===== src/rtl/vpba_pkg.sv =====
// Types, constants and helper functions of the page bitmap allocator.
package vpba_pkg;

   localparam int PAGE_W            = 10;
   localparam int RUN_W             = 11;
   localparam int CMD_W             = 2;
   localparam int STAT_W            = 3;
   localparam int WORD_BITS         = 32;
   localparam int BIT_W             = 5;
   localparam int PAGE_LIMIT        = 1024;
   localparam int DEFAULT_NUM_PAGES = 1024;

   localparam logic [PAGE_W-1:0] RESET_START_PAGE = PAGE_W'(768);

   typedef enum logic [CMD_W-1:0] {
      CMD_ALLOC_ANY = 2'd0,
      CMD_ALLOC_AT  = 2'd1,
      CMD_ALLOC_RUN = 2'd2,
      CMD_FREE      = 2'd3
   } cmd_type;

   typedef enum logic [STAT_W-1:0] {
      ST_OK          = 3'd0,
      ST_NO_SPACE    = 3'd1,
      ST_BUSY        = 3'd2,
      ST_DOUBLE_FREE = 3'd3,
      ST_BAD_ARG     = 3'd4
   } status_type;

   typedef struct packed {
      cmd_type           cmd;
      logic [PAGE_W-1:0] page_num;
      logic [RUN_W-1:0]  run_length;
      logic [PAGE_W-1:0] start_page;
   } job_type;

   typedef struct packed {
      logic [PAGE_W-1:0] page;
      status_type        status;
   } result_type;

   // Position of the lowest set bit, or WORD_BITS when no bit is set.
   function automatic logic [BIT_W:0] first_one(input logic [WORD_BITS-1:0] v);
      logic [BIT_W:0] pos;
      pos = (BIT_W+1)'(WORD_BITS);
      for (int i = WORD_BITS - 1; i >= 0; i--) begin
         if (v[i]) begin
            pos = (BIT_W+1)'(i);
         end
      end
      return pos;
   endfunction

endpackage


===== src/rtl/vpba_engine.sv =====
// Bitmap memory and the word-serial search, check and mark sequencer.
module vpba_engine #(
   parameter int NUM_PAGES = vpba_pkg::DEFAULT_NUM_PAGES
) (
   input  logic                 clock,
   input  logic                 reset,
   input  logic                 job_valid,
   input  vpba_pkg::job_type    job,
   output logic                 idle,
   input  logic                 out_free,
   output logic                 done,
   output vpba_pkg::result_type result
);
   import vpba_pkg::*;

   localparam int USABLE  = (NUM_PAGES < PAGE_LIMIT) ? NUM_PAGES : PAGE_LIMIT;
   localparam int WORDS   = (USABLE + WORD_BITS - 1) / WORD_BITS;
   localparam int WORD_AW = $clog2(WORDS);
   localparam int TAIL    = USABLE % WORD_BITS;
   localparam logic [WORD_BITS-1:0] TAIL_MASK =
      (TAIL == 0) ? '1 : WORD_BITS'((64'(1) << TAIL) - 64'(1));
   localparam logic [WORD_AW-1:0] LAST_WORD = WORD_AW'(WORDS - 1);
   localparam logic [PAGE_W:0]    USABLE_L  = (PAGE_W+1)'(USABLE);

   typedef enum logic [5:0] {
      S_IDLE  = 6'b000001,
      S_FETCH = 6'b000010,
      S_SCAN  = 6'b000100,
      S_CHECK = 6'b001000,
      S_MARK  = 6'b010000,
      S_DONE  = 6'b100000
   } state_type;

   state_type            state_ff, state_in;
   cmd_type              cmd_ff, cmd_in;
   logic [PAGE_W-1:0]    idx_ff, idx_in;
   logic [RUN_W-1:0]     len_ff, len_in;
   logic [WORD_AW-1:0]   word_ff, word_in;
   logic [BIT_W-1:0]     lo_ff, lo_in;
   logic [RUN_W-1:0]     count_ff, count_in;
   logic [PAGE_W-1:0]    first_ff, first_in;
   logic [RUN_W-1:0]     remain_ff, remain_in;
   logic                 marking_ff, marking_in;
   logic [PAGE_W-1:0]    res_page_ff, res_page_in;
   status_type           res_status_ff, res_status_in;

   logic [WORD_BITS-1:0] mem [WORDS];
   logic [WORDS-1:0]     valid_ff;
   logic [WORD_BITS-1:0] rd_ff;
   logic                 rd_valid_ff;
   logic                 wr_en;
   logic [WORD_BITS-1:0] wr_data;

   logic [WORD_BITS-1:0] cur_word, eff_word, free_ge, used_ge, bit_mask, mark_mask;
   logic [BIT_W:0]       s_pos, u_pos, seg, room, mark_n, mark_hi;
   logic                 found, run_hit, bit_used;
   logic [RUN_W:0]       total;
   logic [PAGE_W-1:0]    word_base, s_page, cand_first, start_eff;
   logic [RUN_W-1:0]     job_len, remain_next;
   logic [WORD_AW-1:0]   word_next;

   always_ff @(posedge clock) begin
      if (wr_en) begin
         mem[word_ff] <= wr_data;
      end
      rd_ff       <= mem[word_ff];
      rd_valid_ff <= valid_ff[word_ff];
   end

   always_ff @(posedge clock) begin
      if (reset) begin
         valid_ff <= '0;
      end else if (wr_en) begin
         valid_ff[word_ff] <= 1'b1;
      end
   end

   always_comb begin
      cur_word  = rd_valid_ff ? rd_ff : '0;
      eff_word  = cur_word | ~((word_ff == LAST_WORD) ? TAIL_MASK : '1);
      free_ge   = ~eff_word & ({WORD_BITS{1'b1}} << lo_ff);
      found     = (count_ff != '0) || (|free_ge);
      s_pos     = (count_ff != '0) ? {1'b0, lo_ff} : first_one(free_ge);
      used_ge   = eff_word & ({WORD_BITS{1'b1}} << s_pos[BIT_W-1:0]);
      u_pos     = first_one(used_ge);
      seg       = u_pos - s_pos;
      total     = {1'b0, count_ff} + (RUN_W+1)'(seg);
      run_hit   = total >= {1'b0, len_ff};
      word_base = PAGE_W'({word_ff, BIT_W'(0)});
      s_page    = word_base | PAGE_W'(s_pos[BIT_W-1:0]);
      cand_first = (count_ff != '0) ? first_ff : s_page;
      word_next = word_ff + WORD_AW'(1);

      bit_mask  = WORD_BITS'(1) << idx_ff[BIT_W-1:0];
      bit_used  = |(cur_word & bit_mask);

      room      = (BIT_W+1)'(WORD_BITS) - {1'b0, lo_ff};
      mark_n    = (remain_ff < RUN_W'(room)) ? (BIT_W+1)'(remain_ff) : room;
      mark_hi   = {1'b0, lo_ff} + mark_n;
      for (int i = 0; i < WORD_BITS; i++) begin
         mark_mask[i] = ((BIT_W+1)'(i) >= {1'b0, lo_ff}) && ((BIT_W+1)'(i) < mark_hi);
      end
      remain_next = remain_ff - RUN_W'(mark_n);

      start_eff = (job.start_page == '0) ? PAGE_W'(1) : job.start_page;
      job_len   = (job.cmd == CMD_ALLOC_ANY) ? RUN_W'(1) : job.run_length;
   end

   always_comb begin
      state_in      = state_ff;
      cmd_in        = cmd_ff;
      idx_in        = idx_ff;
      len_in        = len_ff;
      word_in       = word_ff;
      lo_in         = lo_ff;
      count_in      = count_ff;
      first_in      = first_ff;
      remain_in     = remain_ff;
      marking_in    = marking_ff;
      res_page_in   = res_page_ff;
      res_status_in = res_status_ff;
      wr_en         = 1'b0;
      wr_data       = cur_word;
      done          = 1'b0;

      case (state_ff)
         S_IDLE: begin
            if (job_valid) begin
               cmd_in        = job.cmd;
               idx_in        = job.page_num;
               len_in        = job_len;
               count_in      = '0;
               marking_in    = 1'b0;
               res_page_in   = '0;
               res_status_in = ST_OK;
               if (job.cmd == CMD_ALLOC_AT || job.cmd == CMD_FREE) begin
                  if (job.page_num == '0 || {1'b0, job.page_num} >= USABLE_L) begin
                     res_status_in = ST_BAD_ARG;
                     state_in      = S_DONE;
                  end else begin
                     word_in  = WORD_AW'(job.page_num[PAGE_W-1:BIT_W]);
                     state_in = S_FETCH;
                  end
               end else if (job_len == '0) begin
                  res_status_in = ST_BAD_ARG;
                  state_in      = S_DONE;
               end else if ({1'b0, start_eff} >= USABLE_L) begin
                  res_status_in = ST_NO_SPACE;
                  state_in      = S_DONE;
               end else begin
                  word_in  = WORD_AW'(start_eff[PAGE_W-1:BIT_W]);
                  lo_in    = start_eff[BIT_W-1:0];
                  state_in = S_FETCH;
               end
            end
         end
         S_FETCH: begin
            if (cmd_ff == CMD_ALLOC_AT || cmd_ff == CMD_FREE) begin
               state_in = S_CHECK;
            end else if (marking_ff) begin
               state_in = S_MARK;
            end else begin
               state_in = S_SCAN;
            end
         end
         S_SCAN: begin
            if (found && run_hit) begin
               first_in   = cand_first;
               marking_in = 1'b1;
               word_in    = WORD_AW'(cand_first[PAGE_W-1:BIT_W]);
               lo_in      = cand_first[BIT_W-1:0];
               remain_in  = len_ff;
               state_in   = S_FETCH;
            end else if (found && !u_pos[BIT_W]) begin
               count_in = '0;
               lo_in    = u_pos[BIT_W-1:0];
            end else begin
               count_in = found ? total[RUN_W-1:0] : '0;
               first_in = cand_first;
               if (word_ff == LAST_WORD) begin
                  res_status_in = ST_NO_SPACE;
                  state_in      = S_DONE;
               end else begin
                  word_in  = word_next;
                  lo_in    = '0;
                  state_in = S_FETCH;
               end
            end
         end
         S_CHECK: begin
            state_in = S_DONE;
            if (cmd_ff == CMD_ALLOC_AT) begin
               if (bit_used) begin
                  res_status_in = ST_BUSY;
               end else begin
                  wr_en       = 1'b1;
                  wr_data     = cur_word | bit_mask;
                  res_page_in = idx_ff;
               end
            end else begin
               if (!bit_used) begin
                  res_status_in = ST_DOUBLE_FREE;
               end else begin
                  wr_en       = 1'b1;
                  wr_data     = cur_word & ~bit_mask;
                  res_page_in = idx_ff;
               end
            end
         end
         S_MARK: begin
            wr_en     = 1'b1;
            wr_data   = cur_word | mark_mask;
            remain_in = remain_next;
            if (remain_next == '0) begin
               res_page_in = first_ff;
               state_in    = S_DONE;
            end else begin
               word_in  = word_next;
               lo_in    = '0;
               state_in = S_FETCH;
            end
         end
         S_DONE: begin
            if (out_free) begin
               done     = 1'b1;
               state_in = S_IDLE;
            end
         end
         default: begin
            state_in = S_IDLE;
         end
      endcase
   end

   always_ff @(posedge clock) begin
      if (reset) begin
         state_ff <= S_IDLE;
      end else begin
         state_ff <= state_in;
      end
   end

   always_ff @(posedge clock) begin
      cmd_ff        <= cmd_in;
      idx_ff        <= idx_in;
      len_ff        <= len_in;
      word_ff       <= word_in;
      lo_ff         <= lo_in;
      count_ff      <= count_in;
      first_ff      <= first_in;
      remain_ff     <= remain_in;
      marking_ff    <= marking_in;
      res_page_ff   <= res_page_in;
      res_status_ff <= res_status_in;
   end

   assign idle          = (state_ff == S_IDLE);
   assign result.page   = res_page_ff;
   assign result.status = res_status_ff;

endmodule


===== src/rtl/virtual_page_bitmap_allocator.sv =====
// Top level of the first-fit virtual page bitmap allocator.
// One command is taken at a time; req_ready is low during reset and stays low
// until the command's word is loaded into the response register, which holds
// it while the next command is already taken. A rejected command, or a search
// whose start page lies beyond the pool, goes from acceptance straight to the
// done step, which loads its response word. Alloc-at and free go through one
// bitmap read, one read-modify-write and the load of the response register.
// Alloc-any and alloc-run read the bitmap one 32-page word at a time through
// a single port, each word fetched and then scanned, with one more scan step
// for each free stretch that a used page ends inside a word; marking the
// found page or run fetches and then marks each word it touches, and a last
// step loads the response register. With the default pool a search is
// bounded by 32 word reads. The engine returns to idle as the response
// register is loaded, and a stalled response register holds the engine in
// its last step. The bitmap needs no clearing pass after reset: a valid bit
// per word makes unwritten words read as free.
module virtual_page_bitmap_allocator #(
   parameter int NUM_PAGES = vpba_pkg::DEFAULT_NUM_PAGES
) (
   input  logic                          clock,
   input  logic                          reset,
   input  logic                          req_valid,
   output logic                          req_ready,
   input  logic [vpba_pkg::CMD_W-1:0]    req_cmd,
   input  logic [vpba_pkg::PAGE_W-1:0]   req_page_num,
   input  logic [vpba_pkg::RUN_W-1:0]    req_run_length,
   output logic                          rsp_valid,
   input  logic                          rsp_ready,
   output logic [vpba_pkg::PAGE_W-1:0]   rsp_result_page,
   output logic [vpba_pkg::STAT_W-1:0]   rsp_status,
   input  logic                          csr_write_enable,
   input  logic [vpba_pkg::PAGE_W-1:0]   csr_search_start_page
);
   import vpba_pkg::*;

   logic [PAGE_W-1:0] start_ff, start_in;
   logic              rsp_valid_ff, rsp_valid_in;
   logic [PAGE_W-1:0] rsp_page_ff, rsp_page_in;
   logic [STAT_W-1:0] rsp_status_ff, rsp_status_in;

   job_type    job;
   result_type result;
   logic       eng_idle, eng_done, out_free;

   assign job.cmd        = cmd_type'(req_cmd);
   assign job.page_num   = req_page_num;
   assign job.run_length = req_run_length;
   assign job.start_page = start_ff;

   assign out_free  = !rsp_valid_ff || rsp_ready;
   assign req_ready = eng_idle && !reset;

   vpba_engine #(
      .NUM_PAGES (NUM_PAGES)
   ) u_engine (
      .clock     (clock),
      .reset     (reset),
      .job_valid (req_valid && req_ready),
      .job       (job),
      .idle      (eng_idle),
      .out_free  (out_free),
      .done      (eng_done),
      .result    (result)
   );

   always_comb begin
      start_in      = csr_write_enable ? csr_search_start_page : start_ff;
      rsp_valid_in  = eng_done ? 1'b1 : (rsp_ready ? 1'b0 : rsp_valid_ff);
      rsp_page_in   = eng_done ? result.page : rsp_page_ff;
      rsp_status_in = eng_done ? STAT_W'(result.status) : rsp_status_ff;
   end

   always_ff @(posedge clock) begin
      if (reset) begin
         start_ff     <= RESET_START_PAGE;
         rsp_valid_ff <= 1'b0;
      end else begin
         start_ff     <= start_in;
         rsp_valid_ff <= rsp_valid_in;
      end
   end

   always_ff @(posedge clock) begin
      rsp_page_ff   <= rsp_page_in;
      rsp_status_ff <= rsp_status_in;
   end

   assign rsp_valid       = rsp_valid_ff;
   assign rsp_result_page = rsp_page_ff;
   assign rsp_status      = rsp_status_ff;

endmodule


===== config.mk =====
export PLATFORM = sky130hd
export DESIGN_NAME = virtual_page_bitmap_allocator
export DESIGN_NICKNAME = d
export VERILOG_FILES = /design/src/rtl/vpba_pkg.sv /design/src/rtl/vpba_engine.sv /design/src/rtl/virtual_page_bitmap_allocator.sv
export SDC_FILE = /design/constraint.sdc
export NUM_CORES = 2
export LEC_CHECK = 0
export CORE_AREA = 2 2 382 384
export DETAILED_ROUTE_END_ITERATION = 16
export DIE_AREA = 0 0 384 386
export DONT_BUFFER_PORTS = 1
export SETUP_SLACK_MARGIN = 0.5
export SLEW_MARGIN = 40
export SYNTH_ARGS = -nofsm -noshare
export SYNTH_HDL_FRONTEND = slang
export SYNTH_SLANG_ARGS = --single-unit

===== constraint.sdc =====
create_clock -name clock -period 7.4 [get_ports clock]
set_input_delay 1.48 -clock clock [delete_from_list [all_inputs] [get_ports clock]]
set_output_delay 1.48 -clock clock [all_outputs]
set_load 0.05 [all_outputs]

== Word-level counts from Yosys, hierarchy flattened ==
Memory sizes are Yosys's and may differ from the RTL's. A register that Yosys moved wholly into a read port is not among the register bits.
Cells that the tools add are included.

* Register bits after elaboration: 142
* Memory bits (writable): 1,024
* Bits of input ports: 38
* Output and inout bits: 15
* Logic and storage cells: 349
* Memories: 1

* Add/subtract/negate cells: 6
* $lt $le $gt $ge: 67
* Equality and inequality tests: 31
* Shift-type cells: 3
* Mux-type cells: 146
* Bitwise gates (word level): 10
* Reductions and logical operators: 67

{| class="wikitable"
|+ Memory list
! memory !! depth !! bits a word !! read ports !! clocked after Yosys merged registers in !! wr ports !! RTL line !! RTL
|-
| u_engine.mem || 32 || 32 || 1 || 1 || 1 || vpba_engine.sv:47 || <nowiki>logic [WORD_BITS-1:0] mem [WORDS];</nowiki>
|}

{| class="wikitable"
|+ Operators by type and width
! operator !! count
|-
| two-way mux 6 bit || 76
|-
| AND 32 bit || 4
|-
| two-way mux 32 bit || 4
|-
| < comparator 5 x 6 -> 1 bit, first input constant || 16
|-
| bitwise OR 32 bit || 3
|-
| two-way mux 10 bit || 9
|-
| two-way mux 5 bit || 16
|-
| greater-or-equal comparator 5 bit, first input constant || 15
|-
| two-way mux 11 bit || 6
|-
| NOT 32 bit || 2
|-
| case mux 32 bit (2 select lines) || 1
|-
| OR reduction 32 bit || 2
|-
| left shift 32 x 5 -> 32 bit, first input constant || 2
|-
| < comparator 4 x 6 -> 1 bit, first input constant || 8
|-
| case mux 11 bit (2 select lines) || 2
|-
| greater-or-equal comparator 4 x 5 -> 1 bit, first input constant || 8
|-
| logical AND 1 bit || 36
|-
| case mux 6 bit (6 select lines) || 1
|-
| left shift 1 x 5 -> 32 bit, first input constant || 1
|-
| two-way mux 3 bit || 10
|-
| case mux 10 bit (3 select lines) || 1
|-
| case mux 5 bit (3 select lines) || 2
|-
| < comparator 3 x 6 -> 1 bit, first input constant || 4
|-
| logical NOT 11 bit || 2
|-
| other kinds (48) || 99
|}

== Depth between registers and ports, before layout ==
* Depth after elaboration: 76
* Gate-level depth with buffers: 40
* Gate-level depth less buffers: 36

== Cells and area by module ==
A second synthesis with hierarchy kept.

* Cell total of the unflattened synthesis: 2,997
* Area total of the unflattened synthesis: 50,353.3 um2

{| class="wikitable"
|+ By module, submodules not included
! module !! instances !! cells each !! area each (um2) !! seq. area each (um2)
|-
| vpba_engine || 1 || 2,946 || 49,557.5 || 34,543.1
|-
| virtual_page_bitmap_allocator || 1 || 51 || 795.8 || 610.6
|}

== Worst setup path after synthesis ==
No wires, ideal clock.

* Path kind: flip-flop to flip-flop
* From: reg u_engine.lo_ff[1]
* To: reg u_engine.word_ff[0], enable pin
* Library setup time: 0.375 ns
* Arrival: 7.620 ns
* Data required time: 7.025 ns
* Path slack: -0.594 ns
* Stages on the path, launching flop included: 36
* Buffers on the path: 3
* Period minus slack after synthesis: 7.994 ns
* Path through: edfxtp_1 buf_4 buf_4 inv_1 ha_1 ha_1 o21bai_1 a221oi_1 o211ai_1 or3b_1 a22oi_4 inv_2 buf_4 nor2_1 mux2i_1 o31ai_1 a211o_1 o21ai_0 nand2b_1 ha_1 fa_1 xnor2_1 ha_1 nor2b_1 o21ai_0 nand2b_1 a21o_1 a21o_1 and3_1 xor2_1 ha_1 nand3_1 o211ai_1 a21oi_1 a221o_1 nor3b_1

* Longest elaborated chain between the ends: 75
* Elaborated cells between the ends (all ways): 86
* Classes of those cells: 4 x add/sub; 2 x order compare; 3 x eq/ne; 2 x shift; 66 x mux; 2 x bitwise; 7 x reduce/logical

{| class="wikitable"
|+ RTL lines
! what !! RTL line !! RTL
|-
| start: declaration || vpba_engine.sv:39 || <nowiki>logic [BIT_W-1:0] lo_ff, lo_in;</nowiki>
|-
| start signal: assignment || vpba_engine.sv:248 || <nowiki>lo_ff <= lo_in;</nowiki>
|-
| left shift 32 x 5 -> 32 bit || vpba_engine.sv:81 || <nowiki>free_ge = ~eff_word & ({WORD_BITS{1'b1}} << lo_ff);</nowiki>
|-
| AND 32 bit || vpba_engine.sv:81 ||
|-
| two-way mux 6 bit (32 in a row) || vpba_pkg.sv:47 || <nowiki>if (v[i]) begin</nowiki>
|-
| two-way mux 6 bit * || vpba_engine.sv:83 || <nowiki>s_pos = (count_ff != '0) ? {1'b0, lo_ff} : first_one(free_ge);</nowiki>
|-
| left shift 32 x 5 -> 32 bit || vpba_engine.sv:84 || <nowiki>used_ge = eff_word & ({WORD_BITS{1'b1}} << s_pos[BIT_W-1:0]);</nowiki>
|-
| AND 32 bit || vpba_engine.sv:84 ||
|-
| two-way mux 6 bit (32 in a row) || vpba_pkg.sv:47 ||
|-
| subtractor 6 bit * || vpba_engine.sv:86 || <nowiki>seg = u_pos - s_pos;</nowiki>
|-
| adder 11 x 6 -> 12 bit * || vpba_engine.sv:87 || <nowiki>total = {1'b0, count_ff} + (RUN_W+1)'(seg);</nowiki>
|-
| named net u_engine.total[8] || vpba_engine.sv:57 || <nowiki>logic [RUN_W:0] total;</nowiki>
|-
| greater-or-equal comparator 12 x 11 -> 1 bit * || vpba_engine.sv:88 || <nowiki>run_hit = total >= {1'b0, len_ff};</nowiki>
|-
| logical AND 1 bit * || vpba_engine.sv:167 || <nowiki>if (found && run_hit) begin</nowiki>
|-
| inequality test 3 bit (no source line) or inequality test 3 x 2 -> 1 bit (tied branches) || n/a ||
|-
| AND reduction 7 bit (no source line) * || n/a ||
|-
| end signal: assignment || vpba_engine.sv:247 || <nowiki>word_ff <= word_in;</nowiki>
|-
| end: declaration || vpba_engine.sv:38 || <nowiki>logic [WORD_AW-1:0] word_ff, word_in;</nowiki>
|}

Mark *: on every way through the listed nets, which the timed path passes. The rest lies on a longest branch.
A chain may end at the register's enable or synchronous reset.

== Final worst setup path ==
* From: reg u_engine.lo_ff[1]
* To: reg u_engine.state_ff[3]

* Longest elaborated chain between the ends: 75
* Elaborated cells between the ends (all ways): 81
* Classes of those cells: 2 x add/sub; 1 x order compare; 1 x eq/ne; 2 x shift; 67 x mux; 2 x bitwise; 6 x reduce/logical

{| class="wikitable"
|+ RTL lines
! what !! RTL line !! RTL
|-
| left shift 32 x 5 -> 32 bit || vpba_engine.sv:81 ||
|-
| AND 32 bit || vpba_engine.sv:81 ||
|-
| two-way mux 6 bit (32 in a row) || vpba_pkg.sv:47 ||
|-
| two-way mux 6 bit * || vpba_engine.sv:83 ||
|-
| left shift 32 x 5 -> 32 bit || vpba_engine.sv:84 ||
|-
| AND 32 bit || vpba_engine.sv:84 ||
|-
| two-way mux 6 bit (32 in a row) || vpba_pkg.sv:47 ||
|-
| subtractor 6 bit * || vpba_engine.sv:86 ||
|-
| adder 11 x 6 -> 12 bit * || vpba_engine.sv:87 ||
|-
| named net u_engine.total[3] || vpba_engine.sv:57 ||
|-
| greater-or-equal comparator 12 x 11 -> 1 bit * || vpba_engine.sv:88 ||
|-
| logical AND 1 bit * || vpba_engine.sv:167 ||
|-
| two-way mux 6 bit or inequality test 3 x 2 -> 1 bit (tied branches) || n/a ||
|-
| case mux 6 bit (6 select lines) or AND reduction 3 bit (tied branches) || n/a ||
|-
| end signal: assignment || vpba_engine.sv:239 || <nowiki>state_ff <= state_in;</nowiki>
|-
| end: declaration || vpba_engine.sv:34 || <nowiki>state_type state_ff, state_in;</nowiki>
|}

Marked as above.

==> out/metrics.csv <==
metric,value,unit
fin_skew,0.101,ns
path_class,reg2reg,
cts_tree,built,
routed_wl,152,mm
powerDensity,261,mW/mm2
start_util,0.347,
cts-buffers-inserted,119,
fmax,0.132,GHz
syn_area,0.0501,mm2
synth_edf_count,1116,
clock_path_buffers,3,
track_usage,0.204,
synth_area_leaders,"edfxtp_1 (67%), mux4_2 (12%), dfxtp_1 (3.3%), a22oi_1 (2.2%), ha_1 (1.3%)",
setup_slack,-0.160,ns
dieArea,0.148,mm2
place_hpwl,95.5,mm
io_buffers,0,
grt_pass1_wl,217,mm
reg2reg_slack,-0.16,ns
slew_headroom,0.384,
core,0.145,mm2
drtAntennaViolNets,0,
async_reset_ff_frac,0,
die_h,386,um
drtIter0Drc,3399,
die_x,384,um
yosysTopAreaCell,edfxtp_1,
drt_first_pass_iters,5,
period_share,1.02,
netlist_instances,2917,
synth-xor-area-share,0.00525,
mostFrequentLayoutCell,edfxtp_1,
holdCritPathClass,reg2reg,
tightest_slew,0.917,ns
pre_cts_ws,-0.379,ns
fillCellCount,12800,
cp-end-kind,flop,
final_nets,3374,
antennaDiodeCount,0,
instances_no_fill,5303,
maxCapViolCount,0,
synth_top_area_share,0.669,
clk_pin_slew,0.06,ns
ff_latch_area,0.0352,mm2
layout_common_cells,"edfxtp_1 (1,116), buf_4 (333), mux4_2 (265)",
synth_top_family_by_area,multiplexers,
yosysSeqAreaShare,0.702,
slowest_stage,fa_2,
irDropWorstVdd,0.000231,V
h-tree-depth,3,
synthAdderAreaFrac,0.0143,
synth.distinct_cells,102,
rsz0062_at_grt,true,
final_hold_viol_count,0,
outcome,finished with violations,
period_minus_slack,7.56,ns
critPathMaxStageDelay,0.56,ns
leakage,0.0217,uW
cts-hold-fix-buffers,0,
grt_overflow_total,0,
synth_ff_type,edfxtp_1,
routabilityCongestion,0.990,
placedCellCount,5031,
synthMuxAreaShare,0.124,
synth-compound-area-share,0.0814,
holdWs,0.419,ns
synth-simple-area-share,0.0539,
drc_errors,0,
cts.sinks,1198,
avgSynthCellArea,17.2,um2
viasPerCell,5.64,
cts_root_buf,clkbuf_16,
setup_tns,-2.50,ns
worst_ep_arrival_time,8.20,ns
cp_max_fo,8,
synth_warnings,0,
antenna_found_initial,2,
multiInputGateArea,0.0151,mm2
syn_to_final_growth,20.8,%
ys_seq_elements,1198,
finalMaxSlewViolations,0,
row_count,140,
grt_pass1_vias,29400,
syn_nets,3010,
ioPinCount,53,
vias,29900,
final-setup-viol-count,28,
drive_gt1_frac,0.318,
clock_latency,0.81,ns
failed_checks,negative setup slack,
grt_max_degree,104,
wl_per_cell,28.7,um
cp.required,8.04,ns
critPathLaunchType,flop,
==> Yosys cell counts (14+ instances only) <==
library cell     n
edfxtp_1      1116
mux4_2         265
a22oi_1        148
nor2_1         147
nand2_1        124
a21oi_1        122
clkbuf_1       104
o21ai_0         86
dfxtp_1         82
inv_1           56
ha_1            51
nand4_1         43
buf_1           36
nand3_1         35
a31oi_1         33
a21o_1          31
nor2b_1         28
nor3_1          27
and2_1          22
buf_4           16
o21a_1          15
xnor2_1         15
xor2_1          15
mux2i_1         14
nand2b_1        14
==> report_power, final <==
part | total (uW) | internal, uW | switching, uW | leakage, uW
combinational | 2310 | 971 | 1340 | 0.00713
sequential | 7650 | 7440 | 203 | 0.0127
clock | 5820 | 3230 | 2600 | 0.00185
==> area by class of cell <==
cell class | count | area share
inverter | 63 | 0.00416
clock inverter | 70 | 0.00989
clock buffer | 156 | 0.0528
sequential | 1198 | 0.581
multi-input combinational | 1491 | 0.249
tap | 1917 | 0.0396
timing repair buffer | 408 | 0.0633
==> registers in the layout (all words and copies together), names as in the netlist, 11 cells and up <==
register	flops
u_engine.valid_ff	32
u_engine.count_ff	11
u_engine.mem	1024
u_engine.rd_ff	32
u_engine.len_ff	11
u_engine.remain_ff	11
==> per-stage QoR <==
stage / util / power (uW) / cell area (um2)
2_1_floorplan: - / 8940 / 50300
3_3_place_gp: 0.383 / 9880 / 55400
3_5_place_dp: 0.386 / 9890 / 55800
4_1_cts: 0.417 / 15800 / 60300
5_1_grt: 0.419 / 16300 / 60500
6_report: 0.419 / 15800 / 60500
==> critical path: cells and delay by family (launching register included) <==
| kind | cells | cell delay (ns) |
|---|---|---|
| AO/OA/AOI/OAI | 18 | 3.19 |
| flip-flops | 1 | 0.47 |
| AND/OR/NAND/NOR | 4 | 0.99 |
| XOR/XNOR | 1 | 0.16 |
| buffers and inverters | 10 | 1.40 |
| adder cells (fa/ha/maj) | 4 | 1.24 |
==> kinds of logic (layout without fill, tap and decap cells) <==
family                   Yosys count  count (layout)
AO/OA/AOI/OAI                    587             587
XOR/XNOR                          30              30
adder cells (fa/ha/maj)           55              55
buffers and inverters            229             697
flip-flops                      1198            1198
multiplexers                     287             287
AND/OR/NAND/NOR                  531             532
==> timing repair <==
action                                 in CTS  in global routing
cloned                                      1                  0
resized for setup                          88                 22
setup endpoints to repair                  61                 61
setup buffers                              34                  7
endpoints found under the hold margin       0                  0
pin swaps                                  66                 32
==> layer usage <==
layer,vias up,track usage,routed length [um]
li1,12700,-,-
met1,15800,0.287,64900
met2,1223,0.323,71400
met3,216,0.0355,11400
met4,0,0.0657,4560
met5,-,0,0
==> worst paths after layout <==
check,depth (start not counted),endpoint,startpoint
min,0,rsp_result_page[7],u_engine.res_page_ff[7]
max reg2reg,37,u_engine.state_ff[3],u_engine.lo_ff[1]
min reg2reg,0,rsp_result_page[7],u_engine.res_page_ff[7]
max,37,u_engine.state_ff[3],u_engine.lo_ff[1]
Note: power is estimated with default switching activity, not from simulation.
